## src/rtl/mqrs_pkg.sv

```systemverilog
// Package for the monic quadratic root solver: constants, control types, width helpers.
`timescale 1ns / 1ps

package mqrs_pkg;

	localparam int COEF_WIDTH_DEF = 16;
	localparam int ROOT_W         = 17;
	localparam int BAND_W         = 16;
	localparam int A0_SHIFT       = 10;

	localparam logic [BAND_W-1:0] BAND_RESET = 16'd1;

	// Root count codes
	localparam logic [1:0] CNT_NONE   = 2'd0;
	localparam logic [1:0] CNT_DOUBLE = 2'd1;
	localparam logic [1:0] CNT_TWO    = 2'd2;

	typedef struct packed {
		logic       valid;
		logic [1:0] count;
	} ctl_t;

	// Signed discriminant width: a1^2 next to a0 * 1024, plus one bit of headroom.
	function automatic int disc_width(input int w);
		int prod_w;
		int lin_w;
		prod_w = 2 * w;
		lin_w  = w + A0_SHIFT + 1;
		return ((prod_w > lin_w) ? prod_w : lin_w) + 1;
	endfunction

	// Square root width: half the discriminant, rounded down.
	function automatic int sqrt_width(input int w);
		return disc_width(w) / 2;
	endfunction

	// Width of -a1 +/- s without overflow.
	function automatic int sum_width(input int w);
		int s_w;
		s_w = sqrt_width(w);
		return ((w > s_w) ? w : s_w + 1) + 2;
	endfunction

	function automatic int ext_width(input int w);
		return (sum_width(w) > ROOT_W) ? sum_width(w) : ROOT_W;
	endfunction

endpackage

```

## src/rtl/mqrs_coef_if.sv

```systemverilog
// Coefficient input channel: valid, ready and one coefficient pair.
`timescale 1ns / 1ps

interface mqrs_coef_if #(
	parameter int COEF_WIDTH = mqrs_pkg::COEF_WIDTH_DEF
);
	logic                         valid;
	logic                         ready;
	logic signed [COEF_WIDTH-1:0] lin_coef;
	logic signed [COEF_WIDTH-1:0] const_coef;

	modport source (output valid, output lin_coef, output const_coef, input ready);
	modport sink   (input valid, input lin_coef, input const_coef, output ready);
endinterface

```

## src/rtl/mqrs_root_if.sv

```systemverilog
// Root output channel: valid, ready, root count and two roots.
`timescale 1ns / 1ps

interface mqrs_root_if;
	logic                               valid;
	logic                               ready;
	logic [1:0]                         root_count;
	logic signed [mqrs_pkg::ROOT_W-1:0] root_first;
	logic signed [mqrs_pkg::ROOT_W-1:0] root_second;

	modport source (output valid, output root_count, output root_first, output root_second,
		input ready);
	modport sink   (input valid, input root_count, input root_first, input root_second,
		output ready);
endinterface

```

## src/rtl/mqrs_cfg_if.sv

```systemverilog
// Configuration write channel: valid, ready and the zero band value.
`timescale 1ns / 1ps

interface mqrs_cfg_if;
	logic                         valid;
	logic                         ready;
	logic [mqrs_pkg::BAND_W-1:0]  zero_band;

	modport source (output valid, output zero_band, input ready);
	modport sink   (input valid, input zero_band, output ready);
endinterface

```

## src/rtl/monic_quadratic_root_solver_top.sv

```systemverilog
// Top level of the monic quadratic root solver: config register, front stages, root chain.
// Usage:
//   coef_in  takes one item per cycle while ready is high: lin_coef (a1) and const_coef (a0), signed Q8.8.
//   root_out gives one item per input: root_count (0, 1 or 2) and two signed Q9.8 roots,
//            unused roots read zero.
//   cfg_in   writes zero_band (Q16.16 units); it is always ready and should be written
//            only while no item is in flight.
// From accept to result valid an item passes two front stages (square, then discriminant
// and class), one cell per root bit in the square root chain and one output register;
// the first stage loads at the accepting edge.
// Throughput is one item per cycle while the pipeline advances; the root chain resolves one
// bit per cell and every cell hands its partial root to the next on each advancing cycle.
// When the receiver stalls with a result waiting, the whole pipeline holds and coef_in
// drops ready; the pipeline advances whenever the output register is empty or being
// taken, so a new item is accepted in the same cycle the waiting result is taken.
// Reset clears all valid flags and sets zero_band to 1; payload registers are not reset.
`timescale 1ns / 1ps

module monic_quadratic_root_solver_top #(
	parameter int COEF_WIDTH = mqrs_pkg::COEF_WIDTH_DEF
) (
	input  logic        clk,
	input  logic        arst_n,
	mqrs_coef_if.sink   coef_in,
	mqrs_root_if.source root_out,
	mqrs_cfg_if.sink    cfg_in
);
	localparam int S_W = mqrs_pkg::sqrt_width(COEF_WIDTH);

	logic [mqrs_pkg::BAND_W-1:0] zero_band_q;
	logic                        adv;

	// Chain taps: index 0 is the front stage output, index S_W the last cell.
	mqrs_pkg::ctl_t              ctl_c  [0:S_W];
	logic signed [COEF_WIDTH-1:0] a1_c  [0:S_W];
	logic [2*S_W-1:0]            rad_c  [0:S_W];
	logic [S_W+1:0]              rem_c  [0:S_W];
	logic [S_W-1:0]              root_c [0:S_W];

	// Config register: always ready, write on handshake.
	assign cfg_in.ready = 1'b1;

	always_ff @(posedge clk or negedge arst_n) begin
		if (!arst_n) begin
			zero_band_q <= mqrs_pkg::BAND_RESET;
		end else if (cfg_in.valid) begin
			zero_band_q <= cfg_in.zero_band;
		end
	end

	// Advance everything whenever the output register is empty or being taken.
	assign adv           = !root_out.valid || root_out.ready;
	assign coef_in.ready = adv;

	mqrs_disc #(
		.COEF_WIDTH (COEF_WIDTH)
	) u_disc (
		.clk        (clk),
		.arst_n     (arst_n),
		.adv        (adv),
		.in_valid   (coef_in.valid),
		.lin_coef   (coef_in.lin_coef),
		.const_coef (coef_in.const_coef),
		.zero_band  (zero_band_q),
		.ctl_s2     (ctl_c[0]),
		.a1_s2      (a1_c[0]),
		.rad_s2     (rad_c[0])
	);

	// Start each square root with an empty remainder and root.
	assign rem_c[0]  = '0;
	assign root_c[0] = '0;

	for (genvar i = 0; i < S_W; i++) begin : g_cell
		mqrs_sqrt_cell #(
			.COEF_WIDTH (COEF_WIDTH)
		) u_cell (
			.clk    (clk),
			.arst_n (arst_n),
			.adv    (adv),
			.ctl    (ctl_c[i]),
			.a1     (a1_c[i]),
			.rad    (rad_c[i]),
			.rem    (rem_c[i]),
			.root   (root_c[i]),
			.ctl_q  (ctl_c[i+1]),
			.a1_q   (a1_c[i+1]),
			.rad_q  (rad_c[i+1]),
			.rem_q  (rem_c[i+1]),
			.root_q (root_c[i+1])
		);
	end

	mqrs_roots #(
		.COEF_WIDTH (COEF_WIDTH)
	) u_roots (
		.clk      (clk),
		.arst_n   (arst_n),
		.adv      (adv),
		.ctl      (ctl_c[S_W]),
		.a1       (a1_c[S_W]),
		.root     (root_c[S_W]),
		.root_out (root_out)
	);

`ifndef SYNTHESIS
	// A stalled pipeline holds the first cell.
	a_stall_hold: assert property (@(posedge clk) disable iff (!arst_n)
		!adv |=> $stable(ctl_c[1]) && $stable(root_c[1]))
		else $error("root chain moved while stalled");

	// A finished square root leaves a remainder of at most twice the root.
	a_rem_bound: assert property (@(posedge clk) disable iff (!arst_n)
		ctl_c[S_W].valid |-> (rem_c[S_W] <= {1'b0, root_c[S_W], 1'b0}))
		else $error("square root remainder out of bound");

	// Every radicand bit has been consumed at the end of the chain.
	a_rad_spent: assert property (@(posedge clk) disable iff (!arst_n)
		ctl_c[S_W].valid |-> (rad_c[S_W] == '0))
		else $error("radicand not fully consumed");

	a_none_zero: assert property (@(posedge clk) disable iff (!arst_n)
		root_out.valid && (root_out.root_count == mqrs_pkg::CNT_NONE)
		|-> (root_out.root_first == '0) && (root_out.root_second == '0))
		else $error("roots not zero with no real root");

	a_double_zero: assert property (@(posedge clk) disable iff (!arst_n)
		root_out.valid && (root_out.root_count == mqrs_pkg::CNT_DOUBLE)
		|-> (root_out.root_second == '0))
		else $error("second root not zero for a double root");
`endif

endmodule

```

## src/rtl/mqrs_disc.sv

```systemverilog
// Front stages: square the linear coefficient, form and classify the discriminant.
`timescale 1ns / 1ps

module mqrs_disc #(
	parameter int COEF_WIDTH = mqrs_pkg::COEF_WIDTH_DEF
) (
	input  logic                             clk,
	input  logic                             arst_n,
	input  logic                             adv,
	input  logic                             in_valid,
	input  logic signed [COEF_WIDTH-1:0]     lin_coef,
	input  logic signed [COEF_WIDTH-1:0]     const_coef,
	input  logic [mqrs_pkg::BAND_W-1:0]      zero_band,
	output mqrs_pkg::ctl_t                   ctl_s2,
	output logic signed [COEF_WIDTH-1:0]     a1_s2,
	output logic [2*mqrs_pkg::sqrt_width(COEF_WIDTH)-1:0] rad_s2
);
	localparam int D_W = mqrs_pkg::disc_width(COEF_WIDTH);
	localparam int S_W = mqrs_pkg::sqrt_width(COEF_WIDTH);
	localparam int P_W = 2 * COEF_WIDTH;

	logic                         valid_s1;
	logic signed [COEF_WIDTH-1:0] a1_s1;
	logic signed [COEF_WIDTH-1:0] a0_s1;
	logic signed [P_W-1:0]        sq_s1;

	logic signed [D_W-1:0] disc;
	logic [D_W-1:0]        mag;
	logic [1:0]            count;
	logic [2*S_W-1:0]      rad;

	always_ff @(posedge clk or negedge arst_n) begin
		if (!arst_n) begin
			valid_s1    <= 1'b0;
			ctl_s2      <= '0;
		end else if (adv) begin
			valid_s1    <= in_valid;
			ctl_s2      <= '{valid: valid_s1, count: count};
		end
	end

	always_ff @(posedge clk) begin
		if (adv) begin
			a1_s1  <= lin_coef;
			a0_s1  <= const_coef;
			sq_s1  <= P_W'(lin_coef) * P_W'(lin_coef);
			a1_s2  <= a1_s1;
			rad_s2 <= rad;
		end
	end

	assign disc = D_W'(sq_s1) - (D_W'(a0_s1) <<< mqrs_pkg::A0_SHIFT);
	assign mag  = disc[D_W-1] ? $unsigned(-disc) : $unsigned(disc);

	always_comb begin
		priority if (mag < D_W'(zero_band)) begin
			count = mqrs_pkg::CNT_DOUBLE;
		end else if (!disc[D_W-1] && (disc != '0)) begin
			count = mqrs_pkg::CNT_TWO;
		end else begin
			count = mqrs_pkg::CNT_NONE;
		end
	end

	// Only a positive discriminant enters the root chain.
	assign rad = (count == mqrs_pkg::CNT_TWO) ? (2*S_W)'($unsigned(disc)) : '0;

endmodule

```

## src/rtl/mqrs_sqrt_cell.sv

```systemverilog
// One square root cell: resolve one root bit from the next two radicand bits.
`timescale 1ns / 1ps

module mqrs_sqrt_cell #(
	parameter int COEF_WIDTH = mqrs_pkg::COEF_WIDTH_DEF
) (
	input  logic                                          clk,
	input  logic                                          arst_n,
	input  logic                                          adv,
	input  mqrs_pkg::ctl_t                                ctl,
	input  logic signed [COEF_WIDTH-1:0]                  a1,
	input  logic [2*mqrs_pkg::sqrt_width(COEF_WIDTH)-1:0] rad,
	input  logic [mqrs_pkg::sqrt_width(COEF_WIDTH)+1:0]   rem,
	input  logic [mqrs_pkg::sqrt_width(COEF_WIDTH)-1:0]   root,
	output mqrs_pkg::ctl_t                                ctl_q,
	output logic signed [COEF_WIDTH-1:0]                  a1_q,
	output logic [2*mqrs_pkg::sqrt_width(COEF_WIDTH)-1:0] rad_q,
	output logic [mqrs_pkg::sqrt_width(COEF_WIDTH)+1:0]   rem_q,
	output logic [mqrs_pkg::sqrt_width(COEF_WIDTH)-1:0]   root_q
);
	localparam int S_W = mqrs_pkg::sqrt_width(COEF_WIDTH);

	logic [S_W+1:0] part;
	logic [S_W+1:0] trial;
	logic           fits;

	// Bring down two bits, try appending a one to the partial root.
	assign part  = {rem[S_W-1:0], rad[2*S_W-1 -: 2]};
	assign trial = {root, 2'b01};
	assign fits  = (part >= trial);

	always_ff @(posedge clk or negedge arst_n) begin
		if (!arst_n) begin
			ctl_q <= '0;
		end else if (adv) begin
			ctl_q <= ctl;
		end
	end

	always_ff @(posedge clk) begin
		if (adv) begin
			a1_q   <= a1;
			rad_q  <= {rad[2*S_W-3:0], 2'b00};
			rem_q  <= fits ? (part - trial) : part;
			root_q <= {root[S_W-2:0], fits};
		end
	end

endmodule

```

## src/rtl/mqrs_roots.sv

```systemverilog
// Output stage: form the roots from -a1 and the square root, hold them for the receiver.
`timescale 1ns / 1ps

module mqrs_roots #(
	parameter int COEF_WIDTH = mqrs_pkg::COEF_WIDTH_DEF
) (
	input  logic                                        clk,
	input  logic                                        arst_n,
	input  logic                                        adv,
	input  mqrs_pkg::ctl_t                              ctl,
	input  logic signed [COEF_WIDTH-1:0]                a1,
	input  logic [mqrs_pkg::sqrt_width(COEF_WIDTH)-1:0] root,
	mqrs_root_if.source                                 root_out
);
	localparam int SUM_W  = mqrs_pkg::sum_width(COEF_WIDTH);
	localparam int EXT_W  = mqrs_pkg::ext_width(COEF_WIDTH);
	localparam int ROOT_W = mqrs_pkg::ROOT_W;

	logic signed [SUM_W-1:0]  neg_a1;
	logic signed [SUM_W-1:0]  sqv;
	logic signed [SUM_W-1:0]  hi_sum;
	logic signed [SUM_W-1:0]  lo_sum;
	logic signed [SUM_W-1:0]  hi_half;
	logic signed [SUM_W-1:0]  lo_half;
	logic signed [SUM_W-1:0]  dbl_half;
	logic signed [EXT_W-1:0]  hi_ext;
	logic signed [EXT_W-1:0]  lo_ext;
	logic signed [EXT_W-1:0]  dbl_ext;
	logic signed [ROOT_W-1:0] first_d;
	logic signed [ROOT_W-1:0] second_d;

	logic                     out_valid_q;
	logic [1:0]               count_q;
	logic signed [ROOT_W-1:0] first_q;
	logic signed [ROOT_W-1:0] second_q;

	assign neg_a1   = -SUM_W'(a1);
	assign sqv      = SUM_W'($signed({1'b0, root}));
	assign hi_sum   = neg_a1 + sqv;
	assign lo_sum   = neg_a1 - sqv;
	// Arithmetic shifts floor the halving.
	assign hi_half  = hi_sum >>> 1;
	assign lo_half  = lo_sum >>> 1;
	assign dbl_half = neg_a1 >>> 1;
	assign hi_ext   = EXT_W'(hi_half);
	assign lo_ext   = EXT_W'(lo_half);
	assign dbl_ext  = EXT_W'(dbl_half);

	always_comb begin
		unique case (ctl.count)
			mqrs_pkg::CNT_TWO: begin
				first_d  = hi_ext[ROOT_W-1:0];
				second_d = lo_ext[ROOT_W-1:0];
			end
			mqrs_pkg::CNT_DOUBLE: begin
				first_d  = dbl_ext[ROOT_W-1:0];
				second_d = '0;
			end
			default: begin
				first_d  = '0;
				second_d = '0;
			end
		endcase
	end

	always_ff @(posedge clk or negedge arst_n) begin
		if (!arst_n) begin
			out_valid_q <= 1'b0;
		end else if (adv) begin
			out_valid_q <= ctl.valid;
		end
	end

	always_ff @(posedge clk) begin
		if (adv) begin
			count_q  <= ctl.count;
			first_q  <= first_d;
			second_q <= second_d;
		end
	end

	assign root_out.valid       = out_valid_q;
	assign root_out.root_count  = count_q;
	assign root_out.root_first  = first_q;
	assign root_out.root_second = second_q;

endmodule

```

## src/flat_wrapper.sv

```systemverilog
// flat-port wrapper written by rule: the top's interface ports become plain ports
module monic_quadratic_root_solver_top_flat 
#(
	parameter int COEF_WIDTH = mqrs_pkg::COEF_WIDTH_DEF
)
  (clk, arst_n, coef_in_valid, coef_in_lin_coef, coef_in_const_coef, coef_in_ready, root_out_valid, root_out_root_count, root_out_root_first, root_out_root_second, root_out_ready, cfg_in_valid, cfg_in_zero_band, cfg_in_ready);
  mqrs_coef_if #(.COEF_WIDTH(COEF_WIDTH)) coef_in_i ();
  mqrs_root_if root_out_i ();
  mqrs_cfg_if cfg_in_i ();
  input  logic clk;
  input  logic arst_n;
  input wire logic [$bits(coef_in_i.valid)-1:0] coef_in_valid;
  input wire logic [$bits(coef_in_i.lin_coef)-1:0] coef_in_lin_coef;
  input wire logic [$bits(coef_in_i.const_coef)-1:0] coef_in_const_coef;
  output wire logic [$bits(coef_in_i.ready)-1:0] coef_in_ready;
  output wire logic [$bits(root_out_i.valid)-1:0] root_out_valid;
  output wire logic [$bits(root_out_i.root_count)-1:0] root_out_root_count;
  output wire logic [$bits(root_out_i.root_first)-1:0] root_out_root_first;
  output wire logic [$bits(root_out_i.root_second)-1:0] root_out_root_second;
  input wire logic [$bits(root_out_i.ready)-1:0] root_out_ready;
  input wire logic [$bits(cfg_in_i.valid)-1:0] cfg_in_valid;
  input wire logic [$bits(cfg_in_i.zero_band)-1:0] cfg_in_zero_band;
  output wire logic [$bits(cfg_in_i.ready)-1:0] cfg_in_ready;
  assign coef_in_i.valid = coef_in_valid;
  assign coef_in_i.lin_coef = coef_in_lin_coef;
  assign coef_in_i.const_coef = coef_in_const_coef;
  assign coef_in_ready = coef_in_i.ready;
  assign root_out_valid = root_out_i.valid;
  assign root_out_root_count = root_out_i.root_count;
  assign root_out_root_first = root_out_i.root_first;
  assign root_out_root_second = root_out_i.root_second;
  assign root_out_i.ready = root_out_ready;
  assign cfg_in_i.valid = cfg_in_valid;
  assign cfg_in_i.zero_band = cfg_in_zero_band;
  assign cfg_in_ready = cfg_in_i.ready;
  monic_quadratic_root_solver_top #(.COEF_WIDTH(COEF_WIDTH)) u_core (.clk(clk), .arst_n(arst_n), .coef_in(coef_in_i), .root_out(root_out_i), .cfg_in(cfg_in_i));
endmodule
```

## config.mk

```make
export PLATFORM = sky130hd
export DESIGN_NAME = monic_quadratic_root_solver_top_flat
export DESIGN_NICKNAME = d
export VERILOG_FILES = /design/src/rtl/mqrs_pkg.sv /design/src/rtl/mqrs_coef_if.sv /design/src/rtl/mqrs_root_if.sv /design/src/rtl/mqrs_cfg_if.sv /design/src/rtl/monic_quadratic_root_solver_top.sv /design/src/rtl/mqrs_disc.sv /design/src/rtl/mqrs_sqrt_cell.sv /design/src/rtl/mqrs_roots.sv /design/src/flat_wrapper.sv
export SDC_FILE = /design/constraint.sdc
export NUM_CORES = 2
export LEC_CHECK = 0
export ABC_CLOCK_PERIOD_IN_PS = 55100
export BUFFER_PORTS_ARGS = -buffer_cell sky130_fd_sc_hd__buf_2
export CORE_MARGIN = 4
export CORE_UTILIZATION = 60
export CTS_CLUSTER_SIZE = 8
export DETAILED_ROUTE_END_ITERATION = 16
export PLACE_DENSITY = 0.78
export SLEW_MARGIN = 40
export SYNTH_ARGS = -nofsm -noshare
export SYNTH_HDL_FRONTEND = slang
export SYNTH_SLANG_ARGS = --single-unit
```

## constraint.sdc

```tcl
create_clock -name clk -period 55.1 [get_ports clk]
set_input_delay 5.51 -clock clk [delete_from_list [all_inputs] [get_ports clk]]
set_output_delay 5.51 -clock clk [all_outputs]
set_load 0.01 [all_outputs]
```

==> flow_summary_export.csv <==
group,metric,value,unit
floorplan,coreArea,90100,µm²
worst_setup_path,r2r_start,"u_core.u_disc.sq_s1[10]$_DFFE_PP_",
drt,vias,32100,
timing,setup_viol,0,
logic_synthesis,synth-async-reset-ratio,6.54,%
drt,drc,0,
worst_setup_path,start_kind,"input port",
logic_synthesis,synth_fp_nets,4945,
floorplan,pin_count,92,
finish,drive_above_1_share,8.00,%
timing,slew_headroom,45.0,%
worst_setup_path,cp_slowest_cell,"buf_4",
drt,wirelength,104000,µm
timing,worst_pin_slew,0.825,ns
hold_path,worstHoldStart,"u_core.g_cell[9].u_cell.rad_q[29]$_DFFE_PP_",
worst_setup_path,r2r-end,"u_core.u_disc.rad_s2[12]$_SDFFCE_PP0P_",
worst_setup_path,end_kind,"output port",
drt,drtAntennaViolNets,0,
worst_setup_path,cp-startpoint,"root_out_ready",
timing,skew,0.0552,ns
place,portBuffers,90,
logic_synthesis,ys_seq_area_share,57.4,%
clock_tree,clk_pin_slew,0.05,ns
finish,nets,5129,
place,gp_congestion,0.863,
global_routing,antenna_found_initial,1,
worst_setup_path,crit_arrival,6.96,ns
logic_synthesis,synthTopCellsByCount,"edfxtp_1, inv_1, nand2_1",
timing,min_period,12.47,ns
logic_synthesis,synth_top_cell_by_area,"edfxtp_1",
worst_setup_path,ff2ff_path_depth,23,
worst_setup_path,crit_type,"input port to output port",
logic_synthesis,synth_top_area_share,54.3,%
global_routing,grt_pass1_wl,169000,µm
hold_path,hold_depth,0,
worst_setup_path,cp_common_cell,"buf_2",
floorplan,core.rowCount,110,
flow_run,drv_cap,0,
drt,drt-vias-per-instance,5.55,
global_routing,grt_pass1_vias,33200,
finish,area_growth,11.7,%
drt,wl_per_cell,18.0,µm
outcome,run_status,"completed",
clock_tree,cts_root_buf,"clkbuf_16",
logic_synthesis,yosysMostFrequentCell,"edfxtp_1",
worst_setup_path,worstPathCellList,"buf_2 > nor2b_4 > buf_4 > inv_8 > buf_2",
clock_tree,cts_inserted_buffers,151,
worst_setup_path,crit_fanout,53,
timing,period_share,22.6,%
floorplan,dieWidth,310,µm
global_routing,gr-usage-all-layers,22.3,%
clock_tree,clk_path_buf_depth,3,
global_routing,grt_start_max_net_pins,161,
clock_tree,cts_tree,"done",
floorplan,die-area,95800,µm²
timing,setup_tns,0,ns
logic_synthesis,synthFlopType,"edfxtp_1",
hold_path,min_path_type,"flip-flop to flip-flop",
clock_tree,hold_buffers,0,
clock_tree,ctsHtreeMaxLevel,4,
drt,first_pass_iters,6,
drt,drt_iter0_markers,2291,
logic_synthesis,ys_warn_count,0,
worst_setup_path,critPathRequiredTime,49.59,ns
logic_synthesis,synthTopCellsByArea,"edfxtp_1, fa_1, ha_1",
floorplan,start_util,60.5,%
place,post-dp-hpwl,71100,µm
logic_synthesis,synth_edf_count,986,
clock_tree,insertion_delay,0.75,ns
timing,drv_slew,0,
hold_path,holdPathEnd,"u_core.g_cell[10].u_cell.rad_q[31]$_DFFE_PP_",
clock_tree,clkSinkCount,1055,
timing,fmax,80.2,MHz
floorplan,die_height,310,µm
timing,hold_viol_final,0,
logic_synthesis,synthCells,4342,
logic_synthesis,ys_ff_latch,1055,
clock_tree,cts_resized,0,
timing,rsz0062_at_grt,"false",
clock_tree,cts_setup_buffers,0,
worst_setup_path,critPathMaxStageDelay,0.55,ns
global_routing,gr-total-overflow,0,
worst_setup_path,r2r_slack,48.80,ns
logic_synthesis,ys_types,94,
logic_synthesis,synthesis.area,54600,µm²
logic_synthesis,syn-mean-instance-area,12.6,µm²
flip-flops by register name, summed over array words and instances (netlist names), 17 cells and up:
signal	cells
u_core.g_cell.u_cell.root_q	136
u_core.u_disc.rad_s2	31
u_core.u_roots.root_out.root_second	17
u_core.u_disc.sq_s1	30
u_core.g_cell.u_cell.a1_q	256
u_core.u_roots.root_out.root_first	17
u_core.g_cell.u_cell.rem_q	224
u_core.g_cell.u_cell.ctl_q	48
u_core.g_cell.u_cell.rad_q	225
final cells by class:
class | instances | area [µm²]
Multi-Input combinational cell | 2566 | 20600
Tap cell | 1176 | 1470
Clock buffer | 208 | 4000
Timing Repair Buffer | 116 | 797
Clock inverter | 19 | 388
Inverter | 636 | 2390
Antenna cell | 1 | 2.50
Fill cell | 6200 | 29200
Sequential cell | 1055 | 31300
how the worst max path moves through the flow:
stage                          endpoint  cells after the start  slack, ns
after global routing      coef_in_ready                      5      42.57
after global placement    coef_in_ready                      5      42.68
after detailed placement  coef_in_ready                      5      42.68
after floorplan           coef_in_ready                      4      16.98
final                     coef_in_ready                      5      42.63
after CTS                 coef_in_ready                      5      42.67
cells in the final DEF, fill, tap and decap left out, types with 10 or more instances in the layout:
master | netlist | final
a21o_1 | 51 | 51
a31o_2 | 10 | 10
clkbuf_16 | 0 | 151
nor3_1 | 76 | 75
a22oi_1 | 13 | 13
mux2_2 | 23 | 23
xnor2_1 | 169 | 169
nor2_1 | 216 | 215
clkbuf_1 | 76 | 56
nand2b_1 | 52 | 52
o31ai_1 | 42 | 42
nand3_1 | 50 | 49
and3_1 | 25 | 25
fa_1 | 238 | 238
a21oi_1 | 149 | 149
o21bai_1 | 16 | 16
ha_1 | 312 | 312
a211o_1 | 10 | 10
nand4_1 | 27 | 27
a211oi_1 | 15 | 15
dfrtp_1 | 68 | 68
buf_4 | 1 | 14
xor2_1 | 78 | 78
nor2b_1 | 38 | 37
o211ai_1 | 14 | 14
or4_1 | 17 | 17
buf_2 | 4 | 89
or3_1 | 16 | 16
and2_1 | 61 | 61
nand2_1 | 449 | 449
inv_1 | 634 | 634
o21ai_0 | 162 | 162
edfxtp_1 | 986 | 986
a31oi_1 | 21 | 20
a21boi_0 | 21 | 21
nor4_1 | 34 | 34
o21a_1 | 43 | 43
cells by family (layout without fill, tap and decap cells):
kind of cell / after synthesis / after routing / share of synthesized area (%)
simple gates: 1117 / 1117 / 9.74
flops: 1055 / 1055 / 57.4
buf+inv: 721 / 979 / 4.99
compound gates: 618 / 618 / 7.33
fa+ha+maj: 550 / 550 / 15.9
xor+xnor: 248 / 248 / 3.99
mux: 31 / 31 / 0.621
other cells: 2 / 3 / 0.0138
metrics by stage:
step	hold WS, ns	util [%]	std cells	area (µm²)	worst slack (ns)
floorplan	0.400	-	4342	54600	16.98
global placement	0.401	62.6	5544	56400	42.68
detailed placement	0.405	62.7	5548	56500	42.68
CTS	0.380	67.6	5775	60900	42.67
global route	0.389	67.6	5776	61000	42.57
finish	0.386	67.6	5777	61000	42.63
routing by layer:
metal / track usage (%) / part of all wire, % / vias up
met3: 3.59 / 4.2 / 221
li1: - / - / 15400
met1: 26.5 / 39 / 15700
met2: 40.7 / 53 / 762
met5: 0 / 0 / -
met4: 8.86 / 3.3 / 0
worst max-delay path, delay by kind of cell:
kind / cells / cell delay, ns
and+or+nand+nor: 1 / 0.09
buffers and inverters: 4 / 1.23
Power is left out: the tool's default activity adds up to more than one toggle a clock period on the data nets, which glitch-free logic cannot reach.
